[src/rtl/core/jmlc_pkg.sv]
`timescale 1ns / 1ps

package jmlc_pkg;

	localparam int unsigned DataW  = 8;
	localparam int unsigned LimitW = 10;
	localparam int unsigned CountW = 11;
	localparam int unsigned LenW   = 16;

	localparam logic [LimitW-1:0] ScanLimitReset = LimitW'(500);

	// Result status codes.
	localparam logic [1:0] ST_OK         = 2'd0;
	localparam logic [1:0] ST_INVALID    = 2'd1;
	localparam logic [1:0] ST_SCAN_LIMIT = 2'd2;

	// Byte values and marker codes.
	localparam logic [DataW-1:0] B_FF    = 8'hFF;
	localparam logic [DataW-1:0] B_00    = 8'h00;
	localparam logic [DataW-1:0] M_TEM   = 8'h01;
	localparam logic [DataW-1:0] M_SOF0  = 8'hC0;
	localparam logic [DataW-1:0] M_SOF2  = 8'hC2;
	localparam logic [DataW-1:0] M_DHT   = 8'hC4;
	localparam logic [DataW-1:0] M_SOF6  = 8'hC6;
	localparam logic [DataW-1:0] M_JPG   = 8'hC8;
	localparam logic [DataW-1:0] M_SOF10 = 8'hCA;
	localparam logic [DataW-1:0] M_DAC   = 8'hCC;
	localparam logic [DataW-1:0] M_SOF14 = 8'hCE;
	localparam logic [DataW-1:0] M_SOF15 = 8'hCF;
	localparam logic [DataW-1:0] M_RST0  = 8'hD0;
	localparam logic [DataW-1:0] M_RST7  = 8'hD7;
	localparam logic [DataW-1:0] M_SOI   = 8'hD8;
	localparam logic [DataW-1:0] M_EOI   = 8'hD9;
	localparam logic [DataW-1:0] M_SOS   = 8'hDA;

	typedef enum logic [8:0] {
		PH_SOI_FF     = 9'b0_0000_0001,
		PH_SOI_CODE   = 9'b0_0000_0010,
		PH_MARK_FF    = 9'b0_0000_0100,
		PH_MARK_CODE  = 9'b0_0000_1000,
		PH_LEN_HI     = 9'b0_0001_0000,
		PH_LEN_LO     = 9'b0_0010_0000,
		PH_SKIP       = 9'b0_0100_0000,
		PH_ENTROPY    = 9'b0_1000_0000,
		PH_ENTROPY_FF = 9'b1_0000_0000
	} phase_t;

	typedef struct packed {
		logic [DataW-1:0] data_byte;
		logic             last_byte;
	} in_item_t;

	typedef struct packed {
		logic [1:0] status;
		logic       progressive;
	} result_t;

	function automatic logic is_frame_code(input logic [DataW-1:0] m);
		return (m inside {[M_SOF0:M_SOF15]}) && !(m inside {M_DHT, M_JPG, M_DAC});
	endfunction

	function automatic logic is_prog_code(input logic [DataW-1:0] m);
		return m inside {M_SOF2, M_SOF6, M_SOF10, M_SOF14};
	endfunction

endpackage

[src/rtl/core/jmlc_parser.sv]
`timescale 1ns / 1ps

module jmlc_parser (
	input  logic                            clk,
	input  logic                            arst_n,
	input  logic                            fire,
	input  jmlc_pkg::in_item_t              item,
	input  logic [jmlc_pkg::LimitW-1:0]     scan_limit,
	output logic                            res_valid,
	output jmlc_pkg::result_t               res
);
	import jmlc_pkg::*;

	phase_t            phase_q, phase_d;
	logic [DataW-1:0]  marker_q, marker_d;
	logic [DataW-1:0]  len_hi_q, len_hi_d;
	logic [LenW-1:0]   skip_q, skip_d;
	logic [CountW-1:0] count_q, count_d;
	logic              frame_q, frame_d;
	logic              prog_q, prog_d;
	logic              decided_q;

	logic              give;
	logic [1:0]        give_st;
	logic              give_pr;
	logic              do_marker;
	logic              do_seg;
	logic [LenW-1:0]   seg_len;
	logic [CountW-1:0] count_inc;
	logic [DataW-1:0]  b;

	assign b         = item.data_byte;
	assign seg_len   = {len_hi_q, b};
	assign count_inc = count_q + CountW'(1);

	always_comb begin
		phase_d   = phase_q;
		marker_d  = marker_q;
		len_hi_d  = len_hi_q;
		skip_d    = skip_q;
		count_d   = count_q;
		frame_d   = frame_q;
		prog_d    = prog_q;
		give      = 1'b0;
		give_st   = ST_OK;
		give_pr   = 1'b0;
		do_marker = 1'b0;
		do_seg    = 1'b0;

		if (!decided_q) begin
			case (phase_q)
				PH_SOI_FF: begin
					if (scan_limit == '0 || b != B_FF) begin
						give    = 1'b1;
						give_st = ST_INVALID;
					end else begin
						phase_d = PH_SOI_CODE;
					end
				end
				PH_SOI_CODE: begin
					if (b != B_FF) begin
						if (b != M_SOI) begin
							give    = 1'b1;
							give_st = ST_INVALID;
						end else begin
							phase_d = PH_MARK_FF;
						end
					end
				end
				PH_MARK_FF: begin
					if (b != B_FF) begin
						give    = 1'b1;
						give_st = ST_INVALID;
					end else begin
						phase_d = PH_MARK_CODE;
					end
				end
				PH_MARK_CODE: begin
					if (b == B_00) begin
						give    = 1'b1;
						give_st = ST_INVALID;
					end else if (b != B_FF) begin
						do_marker = 1'b1;
					end
				end
				PH_LEN_HI: begin
					len_hi_d = b;
					phase_d  = PH_LEN_LO;
				end
				PH_LEN_LO: begin
					if (seg_len < LenW'(2)) begin
						give    = 1'b1;
						give_st = ST_INVALID;
					end else begin
						skip_d = seg_len - LenW'(2);
						if (seg_len == LenW'(2)) begin
							do_seg = 1'b1;
						end else begin
							phase_d = PH_SKIP;
						end
					end
				end
				PH_SKIP: begin
					skip_d = skip_q - LenW'(1);
					if (skip_q == LenW'(1)) begin
						do_seg = 1'b1;
					end
				end
				PH_ENTROPY: begin
					if (b == B_FF) begin
						phase_d = PH_ENTROPY_FF;
					end
				end
				PH_ENTROPY_FF: begin
					if (b == B_00 || (b inside {[M_RST0:M_RST7]})) begin
						phase_d = PH_ENTROPY;
					end else if (b != B_FF) begin
						do_marker = 1'b1;
					end
				end
				default: begin
					give    = 1'b1;
					give_st = ST_INVALID;
				end
			endcase
		end

		if (do_marker) begin
			if (b == M_EOI) begin
				give = 1'b1;
				if (!frame_q || (prog_q && count_q == '0)) begin
					give_st = ST_INVALID;
				end else begin
					give_st = ST_OK;
					give_pr = prog_q;
				end
			end else if (b == M_SOI || (b inside {[M_RST0:M_RST7]})) begin
				give    = 1'b1;
				give_st = ST_INVALID;
			end else if (b == M_TEM) begin
				phase_d = PH_MARK_FF;
			end else if (b < M_SOF0) begin
				give    = 1'b1;
				give_st = ST_INVALID;
			end else begin
				marker_d = b;
				phase_d  = PH_LEN_HI;
			end
		end

		if (do_seg) begin
			if (is_frame_code(marker_q)) begin
				if (frame_q) begin
					give    = 1'b1;
					give_st = ST_INVALID;
				end else begin
					frame_d = 1'b1;
					prog_d  = is_prog_code(marker_q);
					if (!is_prog_code(marker_q)) begin
						give    = 1'b1;
						give_st = ST_OK;
					end else begin
						phase_d = PH_MARK_FF;
					end
				end
			end else if (marker_q == M_SOS) begin
				if (!frame_q) begin
					give    = 1'b1;
					give_st = ST_INVALID;
				end else begin
					count_d = count_inc;
					if (count_inc > {1'b0, scan_limit}) begin
						give    = 1'b1;
						give_st = ST_SCAN_LIMIT;
					end else begin
						phase_d = PH_ENTROPY;
					end
				end
			end else begin
				phase_d = PH_MARK_FF;
			end
		end
	end

	// A file that ends before any decision is reported as invalid.
	assign res_valid       = fire && (give || (item.last_byte && !decided_q));
	assign res.status      = give ? give_st : ST_INVALID;
	assign res.progressive = give && give_pr;

	always_ff @(posedge clk or negedge arst_n) begin
		if (!arst_n) begin
			phase_q   <= PH_SOI_FF;
			marker_q  <= '0;
			len_hi_q  <= '0;
			skip_q    <= '0;
			count_q   <= '0;
			frame_q   <= 1'b0;
			prog_q    <= 1'b0;
			decided_q <= 1'b0;
		end else if (fire) begin
			if (item.last_byte) begin
				phase_q   <= PH_SOI_FF;
				marker_q  <= '0;
				len_hi_q  <= '0;
				skip_q    <= '0;
				count_q   <= '0;
				frame_q   <= 1'b0;
				prog_q    <= 1'b0;
				decided_q <= 1'b0;
			end else begin
				phase_q   <= phase_d;
				marker_q  <= marker_d;
				len_hi_q  <= len_hi_d;
				skip_q    <= skip_d;
				count_q   <= count_d;
				frame_q   <= frame_d;
				prog_q    <= prog_d;
				decided_q <= decided_q || give;
			end
		end
	end

endmodule

[config.mk]
export PLATFORM = sky130hd
export DESIGN_NAME = jmlc_parser
export DESIGN_NICKNAME = d
export VERILOG_FILES = /design/src/rtl/core/jmlc_pkg.sv /design/src/rtl/core/jmlc_parser.sv
export SDC_FILE = /design/constraint.sdc
export NUM_CORES = 1
export LEC_CHECK = 0
export ABC_AREA = 0
export BUFFER_PORTS_ARGS = -buffer_cell sky130_fd_sc_hd__buf_2
export CAP_MARGIN = 20
export CORE_MARGIN = 1
export CORE_UTILIZATION = 50
export DETAILED_ROUTE_END_ITERATION = 16
export PLACE_DENSITY = 0.75
export SETUP_SLACK_MARGIN = 0.02
export SYNTH_ARGS = -nofsm -noshare
export SYNTH_HDL_FRONTEND = slang
export SYNTH_SLANG_ARGS = --single-unit
export TNS_END_PERCENT = 5
[constraint.sdc]
create_clock -name clk -period 4.3 [get_ports clk]
set_clock_uncertainty 0.15 [all_clocks]
set_input_delay 0.43 -clock clk [delete_from_list [all_inputs] [get_ports clk]]
set_output_delay 0.43 -clock clk [all_outputs]
set_load 0.005 [all_outputs]
==> results.rst, run 1 <==
.. list-table::
   :header-rows: 1

   * - Metric
     - Value
   * - Result of the run
     - completed
   * - Area inside the core boundary
     - between 8000 and 9000 µm²
   * - Via count
     - ~4100
   * - I/O Pins
     - 26
   * - Post-Syn Area per Cell
     - around 8.4 µm²
   * - P_sw
     - 438.1 µW
   * - Placement Setup Slack
     - between 0.6 and 0.7 ns
   * - Hpwl dp
     - ~9000 µm
   * - Die width
     - 94.54 µm
   * - F_max
     - ~250 MHz
   * - Critical path endpoint category
     - output port
   * - Pwr/cell area
     - ~270 nW/µm²
   * - Die boundary height
     - 94.54 µm
   * - Aggregate negative setup slack
     - 0 ns
   * - Clock input transition at the sequential cells of the worst setup and hold paths
     - roughly 0.10 ns
   * - Layout cell share with drive strength beyond 1
     - 0.1085
   * - Antenna diode instance count
     - 0
   * - Detailed Route WL
     - ~12000 µm
   * - Path type of the worst min-delay path
     - in2async
   * - Fin nets
     - approximately 550
   * - Total power of the final layout
     - roughly 1200 µW
   * - Flip-flop cell with the highest count after synthesis
     - dfrtp_1
   * - Placed instance count
     - between 600 and 700
   * - Net Sw Frac
     - 0.3558
   * - Portion of the clock cycle consumed by the worst path in the final layout
     - 0.9320
   * - Final-report hold violation count
     - 0
   * - Largest vdd supply drop
     - approximately 0.25 mV
   * - Data required time of the worst path
     - around 3.7 ns
   * - DRC violations left
     - 0
   * - Number of inserted filler cells in the final layout
     - 763
   * - Max-capacitance violation count
     - 0
   * - Count of flip-flops with a built-in enable after synthesis
     - 0
   * - Crit Path Class
     - reg2out
   * - Combined global-route utilization of all metal layers
     - 0.2775
   * - Crit path setup slack, layout
     - 0.2925 ns
   * - Number of instances in the synthesized netlist
     - a little over 500
   * - Max Buffers Root-to-Sink
     - 2
   * - Fin crit period
     - about 4 ns
   * - Drt first pass iters
     - 5
   * - Number of H-tree levels
     - 2
   * - Initial antenna violation count
     - 0
   * - Total standard cell area after synthesis
     - about 4300 µm²
   * - Count leader, synth
     - dfrtp_1
   * - P&R area growth vs syn
     - 5.377%
   * - Clock tree from TritonCTS
     - yes
   * - Leading cell types by count after synthesis
     - 54 x dfrtp_1, 42 x o21ai_0, 40 x nor2_1, 34 x nand2_1, 31 x a21oi_1
   * - Post CTS Setup Buffer Count
     - 0
   * - Share of power burned in the clock network
     - 0.238
   * - Part of the power in combinational logic
     - 0.289
   * - Data arrival time of the critical path
     - between 3 and 4 ns
   * - Floorplan row count
     - 33
   * - Final slew viol count
     - 0
   * - Total nets after synthesis
     - roughly 550
   * - Static leakage
     - ~0.0020 µW
   * - Master cell of the clock root buffer
     - clkbuf_8
   * - Placer congestion estimate
     - between 0.9 and 1
   * - Transition time at the pin with the least slew margin
     - approximately 0.78 ns
   * - Number of setup violations in the final report
     - 0
   * - Area taken by multi-input logic gates
     - about 2700 µm²
   * - Largest fanout on the critical path
     - 7
   * - Initial core utilization
     - 0.5185
   * - RSZ-0062 raised after global routing
     - false
   * - Synthesis-stage register bit count
     - 55
   * - Detail-routed net length per standard cell
     - 19.01 µm
   * - Maximum number of pins on one net before global-route repair
     - 33
   * - Insertion delay of the later-clocked pin in the worst-skew pair
     - around 0.32 ns
   * - Sort of element at the start of the critical path
     - flip-flop
   * - Post-synth top area cell
     - dfrtp_1
   * - Number of nets with antenna violations after detailed routing
     - 0
   * - Slew margin rel.
     - 0.4820
   * - 1st-iter DRT viols
     - roughly 350
   * - Number of CTS-inserted buffers
     - 5
   * - Global-route wire length before repair
     - 19050 µm
   * - Share of the synthesized area in the top cell type
     - 0.3156
   * - Final non-filler cell total
     - 621
   * - Clock Sinks
     - between 50 and 60
   * - Number of buffers added on ports
     - 25
   * - Part of the Yosys area used for sequential elements
     - 0.3217
   * - Proportion of synthesized flip-flops having asynchronous set or reset
     - 1.000
   * - Ranking of synthesized cells by area
     - dfrtp_1 32%, o21ai_0 4.9%, ha_1 4.7%
   * - Register Area
     - 1378 µm²
   * - Via count of the first global-routing pass
     - ~3800
   * - Library cells used by synthesis
     - between 70 and 80
   * - Die footprint
     - between 8000 and 9000 µm²
   * - DR vias/cell
     - approximately 6.6
   * - Warning count from the yosys run
     - 0
   * - Seq pwr share
     - 0.474
   * - Total congestion overflow
     - 0
   * - Internal power of the cells
     - slightly below 800 µW
==> worst max-delay path, stage by stage (launching register included) <==
cell     delay (ns)
dfrtp_1        0.47
ha_1           0.25
and3_1         0.24
nand3_1        0.12
xnor2_1        0.16
ha_1           0.32
nand4_1        0.11
or2_2          0.32
o22a_1         0.18
o21ai_1        0.13
a41oi_1        0.23
a21bo_2        0.28
o211a_1        0.19
buf_2          0.12
==> worst paths after layout <==
| check | startpoint | end | slack (ns) | cells after the start |
|---|---|---|---|---|
| worst min-delay path | arst_n | count_q[3]$_DFFE_PN0P_ | 0.03 | 1 |
| max in group asynchronous | arst_n | phase_q[0]$_DFFE_PN1P_ | 3.09 | 2 |
| worst min register to register | marker_q[6]$_DFFE_PN0P_ | marker_q[6]$_DFFE_PN0P_ | 0.37 | 1 |
| worst max register to register | count_q[0]$_DFFE_PN0P_ | phase_q[8]$_DFFE_PN0P_ | 1.00 | 12 |
| worst max-delay path | count_q[0]$_DFFE_PN0P_ | res_valid | 0.29 | 13 |
| min in group clk | item[3] | len_hi_q[2]$_DFFE_PN0P_ | 0.28 | 2 |
==> routing by layer <==
metal | vias to the layer above | GRT usage | wire [µm]
met5 | - | 0 | 0
met4 | 0 | 0.1111 | 389
met3 | 40 | 0.05072 | 942
met2 | 194 | 0.4420 | 5329
met1 | 1934 | 0.3714 | 5145
li1 | 1933 | - | -
==> cell families after synthesis <==
kind of cell / after synthesis / synth area share
and+or+nand+nor: 188 / 0.2504
adders and majority gates: 16 / 0.04676
AOI/OAI and AO/OA: 169 / 0.2735
xor gates and xnor gates: 25 / 0.05114
DFF: 55 / 0.3217
buffers and inverters: 55 / 0.05406
muxes: 1 / 0.002338
==> power groups by stage <==
stage / sequential [µW] / combinational [µW] / clock, µW
after CTS: 582 / 350 / 302
final: 583 / 355 / 293
after detailed placement: 592 / 349 / 0
after global routing: 587 / 393 / 323
after floorplan: 562 / 283 / 0
after global placement: 592 / 349 / 0
==> area by class of cell <==
class                      count  share of cell area
multi-input combinational    399              0.5923
sequential                    55              0.3053
timing repair buffer          28             0.03272
tap                          105             0.02912
inverter                      26             0.02163
clock buffer                   6             0.01608
clock inverter                 2            0.002773
==> what timing repair did <==
action	in CTS	in global routing
resized for setup	0	1
endpoints found under the setup margin	0	1
hold buffers	0	0
==> cells in the final DEF, fill, tap and decap left out, drive strengths merged, types with 6 or more instances in the layout <==
cell	instances
dfrtp	54
o21ai	46
nor2	41
nand2	34
a21oi	31
buf	28
inv	26
nor3	25
nand4	17
ha	16
xor2	15
a22o	15
nor4	15
a22oi	12
xnor2	10
nand3	9
a21o	9
o2bb2ai	9
a31oi	8
or3	7
and2	7
and3	6
nor2b	6
clkbuf	6
==> sequential cells by signal, indices dropped and copies added, names as in the netlist <==
signal	count
prog_q	1
decided_q	1
len_hi_q	8
count_q	11
frame_q	1
phase_q	9
skip_q	16
marker_q	8
==> stage by stage <==
step | hold slack (ns) | cell area [µm²] | util
2_1_floorplan | -0.01559 | 4282 | -
3_3_place_gp | 0.3312 | 4427 | 0.5361
3_5_place_dp | 0.3449 | 4427 | 0.5361
4_1_cts | 0.06078 | 4512 | 0.5464
5_1_grt | 0.08700 | 4512 | 0.5464
6_report | 0.02616 | 4512 | 0.5464
Power figures use the tool's default switching activity.
==> run 2, diff against run 1 <==
Settings changed: RECOVER_POWER set to 25.
==> run 2 against run 1 <==
Against the previous run:
- the run now ends with capacitance limit, slew limit left
- clock power barely moved
- utilization barely moved
- via count barely moved
- die area did not move
- cell area barely moved
- sequential cell count did not move
- routed wire length barely moved
- register-to-register slack barely moved
- global-route usage did not move
- critical endpoint unchanged
- largest cell class unchanged
- highest routed layer unchanged
==> results.rst, run 2 (same netlist as run 1, synthesis figures left out) <==
.. list-table::
   :header-rows: 1

   * - Metric
     - Value
   * - Result of the run
     - finished with violations
   * - Violations in the final reports
     - capacitance limit, slew limit
   * - Critical path endpoint category
     - output port
   * - Fin nets
     - 553 (unchanged)
   * - Global-route wire length before repair
     - 19050 µm (unchanged)
   * - Hold Path End
     - len_hi_q[2]$_DFFE_PN0P_
   * - Via count of the first global-routing pass
     - 3838 (unchanged)
   * - Combined global-route utilization of all metal layers
     - 0.2775 (unchanged)
   * - Detailed Route WL
     - 11810 µm (about the same)
   * - Total congestion overflow
     - 0 (unchanged)
   * - Reg-to-reg slack, setup
     - 1.00 ns (about the same)
   * - Insertion delay of the later-clocked pin in the worst-skew pair
     - 0.32 ns (about the same)
   * - Max Buffers Root-to-Sink
     - 2 (unchanged)
   * - Launching point of the worst reg2reg path
     - count_q[0]$_DFFE_PN0P_
   * - Area inside the core boundary
     - 8258 µm² (unchanged)
   * - Path type of the worst min-delay path
     - in2reg
   * - Critical R2R Capture
     - phase_q[8]$_DFFE_PN0P_
   * - Placer congestion estimate
     - 0.9680 (unchanged)
   * - Initial core utilization
     - 0.5185 (unchanged)
   * - Master cell of the clock root buffer
     - clkbuf_8
   * - Cell mode on critical path
     - ha_1
   * - Reg with most FFs
     - skip_q
   * - Hold-critical path depth
     - 2
   * - Number of nets with antenna violations after detailed routing
     - 0 (unchanged)
   * - Number of buffers added on ports
     - 25 (unchanged)
   * - Static leakage
     - 0.001961 µW (-0.14%)
   * - 1st-iter DRT viols
     - 345 (unchanged)
   * - Die footprint
     - 8937 µm² (unchanged)
   * - Largest stage delay on the critical path
     - 0.47 ns (about the same)
   * - DR vias/cell
     - 6.602 (about the same)
   * - Flip-flop count of the largest register, all copies and words added
     - 16 (unchanged)
   * - Post CTS Setup Buffer Count
     - 0 (unchanged)
   * - Hold buffer count at CTS
     - 0 (unchanged)
   * - Number of setup violations in the final report
     - 0 (unchanged)
   * - Data required time of the worst path
     - 3.72 ns (about the same)
   * - RSZ-0062 raised after global routing
     - false
   * - Hpwl dp
     - 8789 µm (unchanged)
   * - Family with the most delay on the worst path
     - compound AO/OA/AOI/OAI gates
   * - Final-report hold violation count
     - 0 (unchanged)
   * - Detail-routed net length per standard cell
     - 19.02 µm (about the same)
   * - Pwr/cell area
     - 272.9 nW/µm² (about the same)
   * - Floorplan row count
     - 33 (unchanged)
   * - Buffer and inverter count on the worst path
     - 1 (unchanged)
   * - Portion of the clock cycle consumed by the worst path in the final layout
     - 0.9320 (about the same)
   * - Die boundary height
     - 94.54 µm (unchanged)
   * - Start point of the worst min-delay path
     - item[3]
   * - Slew margin rel.
     - -0.2371 (-0.7191)
   * - P&R area growth vs syn
     - 5.348% (about the same)
   * - Clock input transition at the sequential cells of the worst setup and hold paths
     - 0.11 ns (about the same)
   * - Die width
     - 94.54 µm (unchanged)
   * - Fin crit period
     - 4.008 ns (+0.00002800 ns)
   * - Aggregate negative setup slack
     - 0 ns (unchanged)
   * - Maximum number of pins on one net before global-route repair
     - 33 (unchanged)
   * - Final slew viol count
     - 33 (+33)
   * - Antenna diode instance count
     - 0 (unchanged)
   * - Number of cells upsized or downsized after cts
     - 0 (unchanged)
   * - Sort of element at the start of the critical path
     - flip-flop
   * - Registers with the most flip-flops
     - skip_q (16), count_q (11), phase_q (9)
   * - Clock tree from TritonCTS
     - yes
   * - DRC violations left
     - 0 (unchanged)
   * - Largest fanout on the critical path
     - 7 (unchanged)
   * - Drt first pass iters
     - 5 (unchanged)
   * - Data arrival time of the critical path
     - 3.43 ns (about the same)
   * - Most common library cell in the layout ignoring fill and taps
     - dfrtp_1
   * - Cell with the largest stage delay on the worst path
     - dfrtp_1
   * - Number of CTS-inserted buffers
     - 5 (unchanged)
   * - Crit Path Class
     - reg2out
   * - Largest vdd supply drop
     - 0.2459 mV (about the same)
   * - Worst reg-to-reg path cell count
     - 12 (unchanged)
   * - Via count
     - 4100 (-0.024%)
   * - Transition time at the pin with the least slew margin
     - 1.856 ns (+1.079 ns)
   * - Final core occ
     - 0.5462 (about the same)
   * - Worst path cell trace
     - ha_1 -> and3_1 -> nand3_1 -> xnor2_1 -> ha_1 -> nand4_1 -> or2_2 -> o22a_1 -> o21ai_1 -> a41oi_1 -> a21bo_2 -> o211a_1 -> buf_2
   * - F_max
     - 249.5 MHz (about the same)
   * - Max-capacitance violation count
     - 1 (+1)
   * - Commonest cells after routing, fill and taps aside
     - 54 x dfrtp_1, 41 x o21ai_0, 40 x nor2_1
   * - I/O Pins
     - 26 (unchanged)
   * - Clock Sinks
     - 55 (unchanged)
   * - Layout cell share with drive strength beyond 1
     - 0.1066 (-0.001938)
   * - Number of H-tree levels
     - 2 (unchanged)
   * - Initial antenna violation count
     - 0 (unchanged)
run 2: through the flow:
step	power [µW]	hold WS [ns]	std cells	cell area, µm²	setup slack, ns
global placement	941.2	0.3312	613	4427	0.7114
detailed placement	940.8	0.3449	613	4427	0.6376
CTS	1235	0.06078	621	4512	0.2802
global route	1302	0.2824	621	4511	0.04745
floorplan	844.5	-0.01559	509	4282	0.9440
finish	1231	0.2850	621	4511	0.2924
run 2: worst max-delay path by stage:
stage	cells past startpoint	slack (ns)	from	to
3_5_place_dp	13	0.64	count_q[0]$_DFFE_PN0P_	res_valid
2_1_floorplan	13	0.94	count_q[2]$_DFFE_PN0P_	res_valid
4_1_cts	13	0.28	count_q[0]$_DFFE_PN0P_	res_valid
6_report	13	0.29	count_q[0]$_DFFE_PN0P_	res_valid
3_3_place_gp	13	0.71	count_q[0]$_DFFE_PN0P_	res_valid
5_1_grt	13	0.05	count_q[0]$_DFFE_PN0P_	res_valid
run 2: layout make-up:
class,instances,area (µm²)
clock buffer,6,72.57
clock inverter,2,12.51
fill,761,3747
inverter,26,97.59
multi-input combinational,399,2673
sequential,55,1378
tap,105,131.4
timing repair buffer,28,146.4
run 2: layer usage:
metal,vias up,GRT usage,wire (µm)
li1,1933,-,-
met1,1944,0.3714,5176
met2,186,0.4420,5352
met3,37,0.05072,915
met4,0,0.1111,368
met5,-,0,0
run 2: power by group:
group / internal (µW) / switching (µW) / total [µW]
clock: 115 / 178 / 293
combinational: 141 / 214 / 355
sequential: 538 / 45.8 / 583
run 2: worst register-to-register path, delay by kind of cell, from the launching register on:
kind | cells | cell delay [ns]
xor+xnor | 1 | 0.17
fa+ha+maj | 2 | 0.57
flops | 1 | 0.47
simple gates | 4 | 0.79
compound gates | 5 | 1.03
==> run 3, diff against run 2 <==
Settings changed: CORE_ASPECT_RATIO set to 1.75.
Clock period 4.3 ns to 5.11 ns, I/O delays scaled along.
==> run 3 against run 2 <==
Against the previous run:
- the run still ends with capacitance limit, slew limit left
- die area grew 0.17%
- hold slack gained 0.075 ns
- total power shrank 6.9%
- clock power grew 22%
- clock-buffer cell count is the same
- via count grew 0.80%
- sequential power shrank 16%
- sequential cell count is the same
==> results.rst, run 3 (same netlist as run 1, synthesis figures left out) <==
.. list-table::
   :header-rows: 1

   * - Metric
     - Value
   * - Result of the run
     - finished with violations
   * - Violations in the final reports
     - capacitance limit, slew limit
   * - Sort of element at the start of the critical path
     - flip-flop
   * - Crit Path Class
     - reg2out
   * - Detail-routed net length per standard cell
     - 20.07 µm (+5.5%)
   * - Via count of the first global-routing pass
     - 4206 (+9.6%)
   * - Number of inserted filler cells in the final layout
     - 782 (+2.8%)
   * - Launching point of the worst reg2reg path
     - count_q[0]$_DFFE_PN0P_
   * - Number of setup violations in the final report
     - 0 (unchanged)
   * - DRC violations left
     - 0 (unchanged)
   * - Clock input transition at the sequential cells of the worst setup and hold paths
     - 0.07 ns (-0.04 ns)
   * - Met1 routing resource usage after global routing
     - 0.3187 (-0.05278)
   * - Final-report hold violation count
     - 0 (unchanged)
   * - Number of cells upsized or downsized after cts
     - 0 (unchanged)
   * - Commonest cells after routing, fill and taps aside
     - 54 x dfrtp_1, 42 x o21ai_0, 40 x nor2_1
   * - Insertion delay of the later-clocked pin in the worst-skew pair
     - 0.30 ns (-0.02 ns)
   * - Total congestion overflow
     - 0 (unchanged)
   * - Final slew viol count
     - 56 (+70%)
   * - Hpwl dp
     - 9572 µm (+8.9%)
   * - Floorplan row count
     - 44 (+33%)
   * - Critical path origin
     - count_q[0]$_DFFE_PN0P_
   * - Met3 usage in global routing
     - 0.03074 (-0.01998)
   * - CP Capture Point
     - res_valid
   * - I/O Pins
     - 26 (unchanged)
   * - Number of buffers added on ports
     - 25 (unchanged)
   * - Clock tree from TritonCTS
     - yes
   * - Aggregate negative setup slack
     - 0 ns (unchanged)
   * - Max-capacitance violation count
     - 1 (unchanged)
   * - Reg-to-reg slack, setup
     - 1.61 ns (+0.61 ns)
   * - Maximum number of pins on one net before global-route repair
     - 56 (+70%)
   * - Critical R2R Capture
     - phase_q[1]$_DFFE_PN0P_
   * - Transition time at the pin with the least slew margin
     - 3.033 ns (+1.178 ns)
   * - Largest vdd supply drop
     - 0.1520 mV (-38%)
   * - Area inside the core boundary
     - 8313 µm² (+0.67%)
   * - Antenna diode instance count
     - 0 (unchanged)
   * - Placer congestion estimate
     - 0.9545 (-1.4%)
   * - Worst reg-to-reg path cell count
     - 12 (unchanged)
   * - Cell area after placement
     - 4439 µm² (+0.28%)
   * - Portion of the clock cycle consumed by the worst path in the final layout
     - 0.8199
   * - Reg with most FFs
     - skip_q
   * - Registers with the most flip-flops
     - skip_q (16), count_q (11), phase_q (9)
   * - Fin nets
     - 553 (unchanged)
   * - Register Area
     - 1378 µm² (unchanged)
   * - Largest fanout on the critical path
     - 7 (unchanged)
   * - Die footprint
     - 8952 µm² (+0.17%)
   * - Via count
     - 4133 (+0.80%)
   * - Post CTS Setup Buffer Count
     - 0 (unchanged)
   * - Met2 Track Usage GR
     - 0.5283 (+0.08627)
   * - F_max
     - ~240 MHz
   * - Flip-flop count of the largest register, all copies and words added
     - 16 (unchanged)
   * - 1st-iter DRT viols
     - 256 (-26%)
   * - Max Buffers Root-to-Sink
     - 2 (unchanged)
   * - Slew margin rel.
     - -1.022 (-0.7851)
   * - DR vias/cell
     - 6.550 (-0.79%)
   * - P&R area growth vs syn
     - 6.984%
   * - Path type of the worst min-delay path
     - reg2reg
   * - Detailed Route WL
     - 12670 µm (+7.2%)
   * - Drt first pass iters
     - 6 (+1)
   * - Initial antenna violation count
     - 0 (unchanged)
   * - Critical path endpoint category
     - output port
   * - GRT Max-Usage Layer
     - met2
   * - Number of CTS-inserted buffers
     - 5 (unchanged)
   * - Fin crit period
     - 4.189 ns
   * - Initial core utilization
     - 0.5151 (-0.003434)
   * - Hold buffer count at CTS
     - 0 (unchanged)
   * - Global-route wire length before repair
     - 20810 µm (+9.2%)
   * - Static leakage
     - 0.001986 µW (+1.3%)
   * - Layout Cell Area excl Fill
     - 4581 µm² (+1.6%)
   * - Clock Sinks
     - 55 (unchanged)
   * - RSZ-0062 raised after global routing
     - false
   * - Area taken by multi-input logic gates
     - 2673 µm² (unchanged)
   * - Die boundary height
     - 124.4 µm (+32%)
   * - Master cell of the clock root buffer
     - clkbuf_16
   * - Die width
     - 71.95 µm (-24%)
   * - Layout cell share with drive strength beyond 1
     - 0.1066 (unchanged)
   * - Most common library cell in the layout ignoring fill and taps
     - dfrtp_1
   * - Pwr/cell area
     - 250.3 nW/µm² (-8.3%)
   * - Combined global-route utilization of all metal layers
     - 0.2993 (+0.02185)
   * - Data arrival time of the critical path
     - 3.53 ns (+0.10 ns)
   * - Data required time of the worst path
     - 4.45 ns (+0.73 ns)
   * - Number of nets with antenna violations after detailed routing
     - 0 (unchanged)
   * - Number of H-tree levels
     - 2 (unchanged)
==> run 3: cell count changes in the layout (fill, tap and decap cells not counted), sizes merged <==
cell / before / now
clkinv: 1 / 0
inv: 26 / 27
==> run 3: worst max-delay path, stage by stage (launching register included) <==
cell and delay [ns]:
dfrtp_1 0.45, ha_1 0.24, and3_1 0.28, nand3_1 0.12
xnor2_1 0.16, ha_1 0.32, nand4_1 0.12, or2_2 0.32
o22a_1 0.17, o21ai_0 0.15, a41oi_1 0.27, a21bo_2 0.28
o211a_1 0.21, buf_2 0.12
==> run 3: worst min-delay path by stage <==
stage,slack [ns],start,to,cells past startpoint
after floorplan,0.07,arst_n,count_q[0]$_DFFE_PN0P_,0
after global placement,0.33,skip_q[9]$_DFFE_PN0P_,skip_q[9]$_DFFE_PN0P_,2
after detailed placement,0.35,marker_q[6]$_DFFE_PN0P_,marker_q[6]$_DFFE_PN0P_,1
after CTS,0.23,arst_n,phase_q[4]$_DFFE_PN0P_,2
after global routing,0.39,marker_q[6]$_DFFE_PN0P_,marker_q[6]$_DFFE_PN0P_,1
final,0.36,marker_q[7]$_DFFE_PN0P_,marker_q[7]$_DFFE_PN0P_,1
==> run 3: area by class of cell <==
type,count,area share
Multi-Input combinational cell,399,0.5834
Inverter,26,0.02131
Clock buffer,6,0.02813
Sequential cell,55,0.3007
Tap cell,115,0.03141
Timing Repair Buffer,28,0.03141
Clock inverter,2,0.003551
==> run 3: routing by layer <==
layer	part of all wire	vias up
met5	0	-
met1	0.36	1966
met2	0.52	177
li1	-	1928
met3	0.044	62
met4	0.074	0
==> run 3: metrics by stage <==
stage | setup slack [ns] | utilization | total power (µW) | hold WS, ns | std cells
after floorplan | 1.673 | - | 710.7 | 0.06541 | 509
after CTS | 0.9316 | 0.5515 | 1151 | 0.2296 | 631
after global placement | 1.348 | 0.5340 | 792.2 | 0.3316 | 623
final | 0.9205 | 0.5510 | 1147 | 0.3604 | 631
after detailed placement | 1.274 | 0.5340 | 795.1 | 0.3484 | 623
after global routing | 0.6977 | 0.5510 | 1205 | 0.3925 | 631
==> run 3: where the power goes <==
part / switching (µW) / leakage [µW] / total [µW] / internal, µW
Clock: 172 / 0.0000675 / 356 / 184
Sequential: 37.9 / 0.000759 / 490 / 452
Combinational: 182 / 0.00116 / 300 / 119
Total: 391 / 0.00199 / 1150 / 755
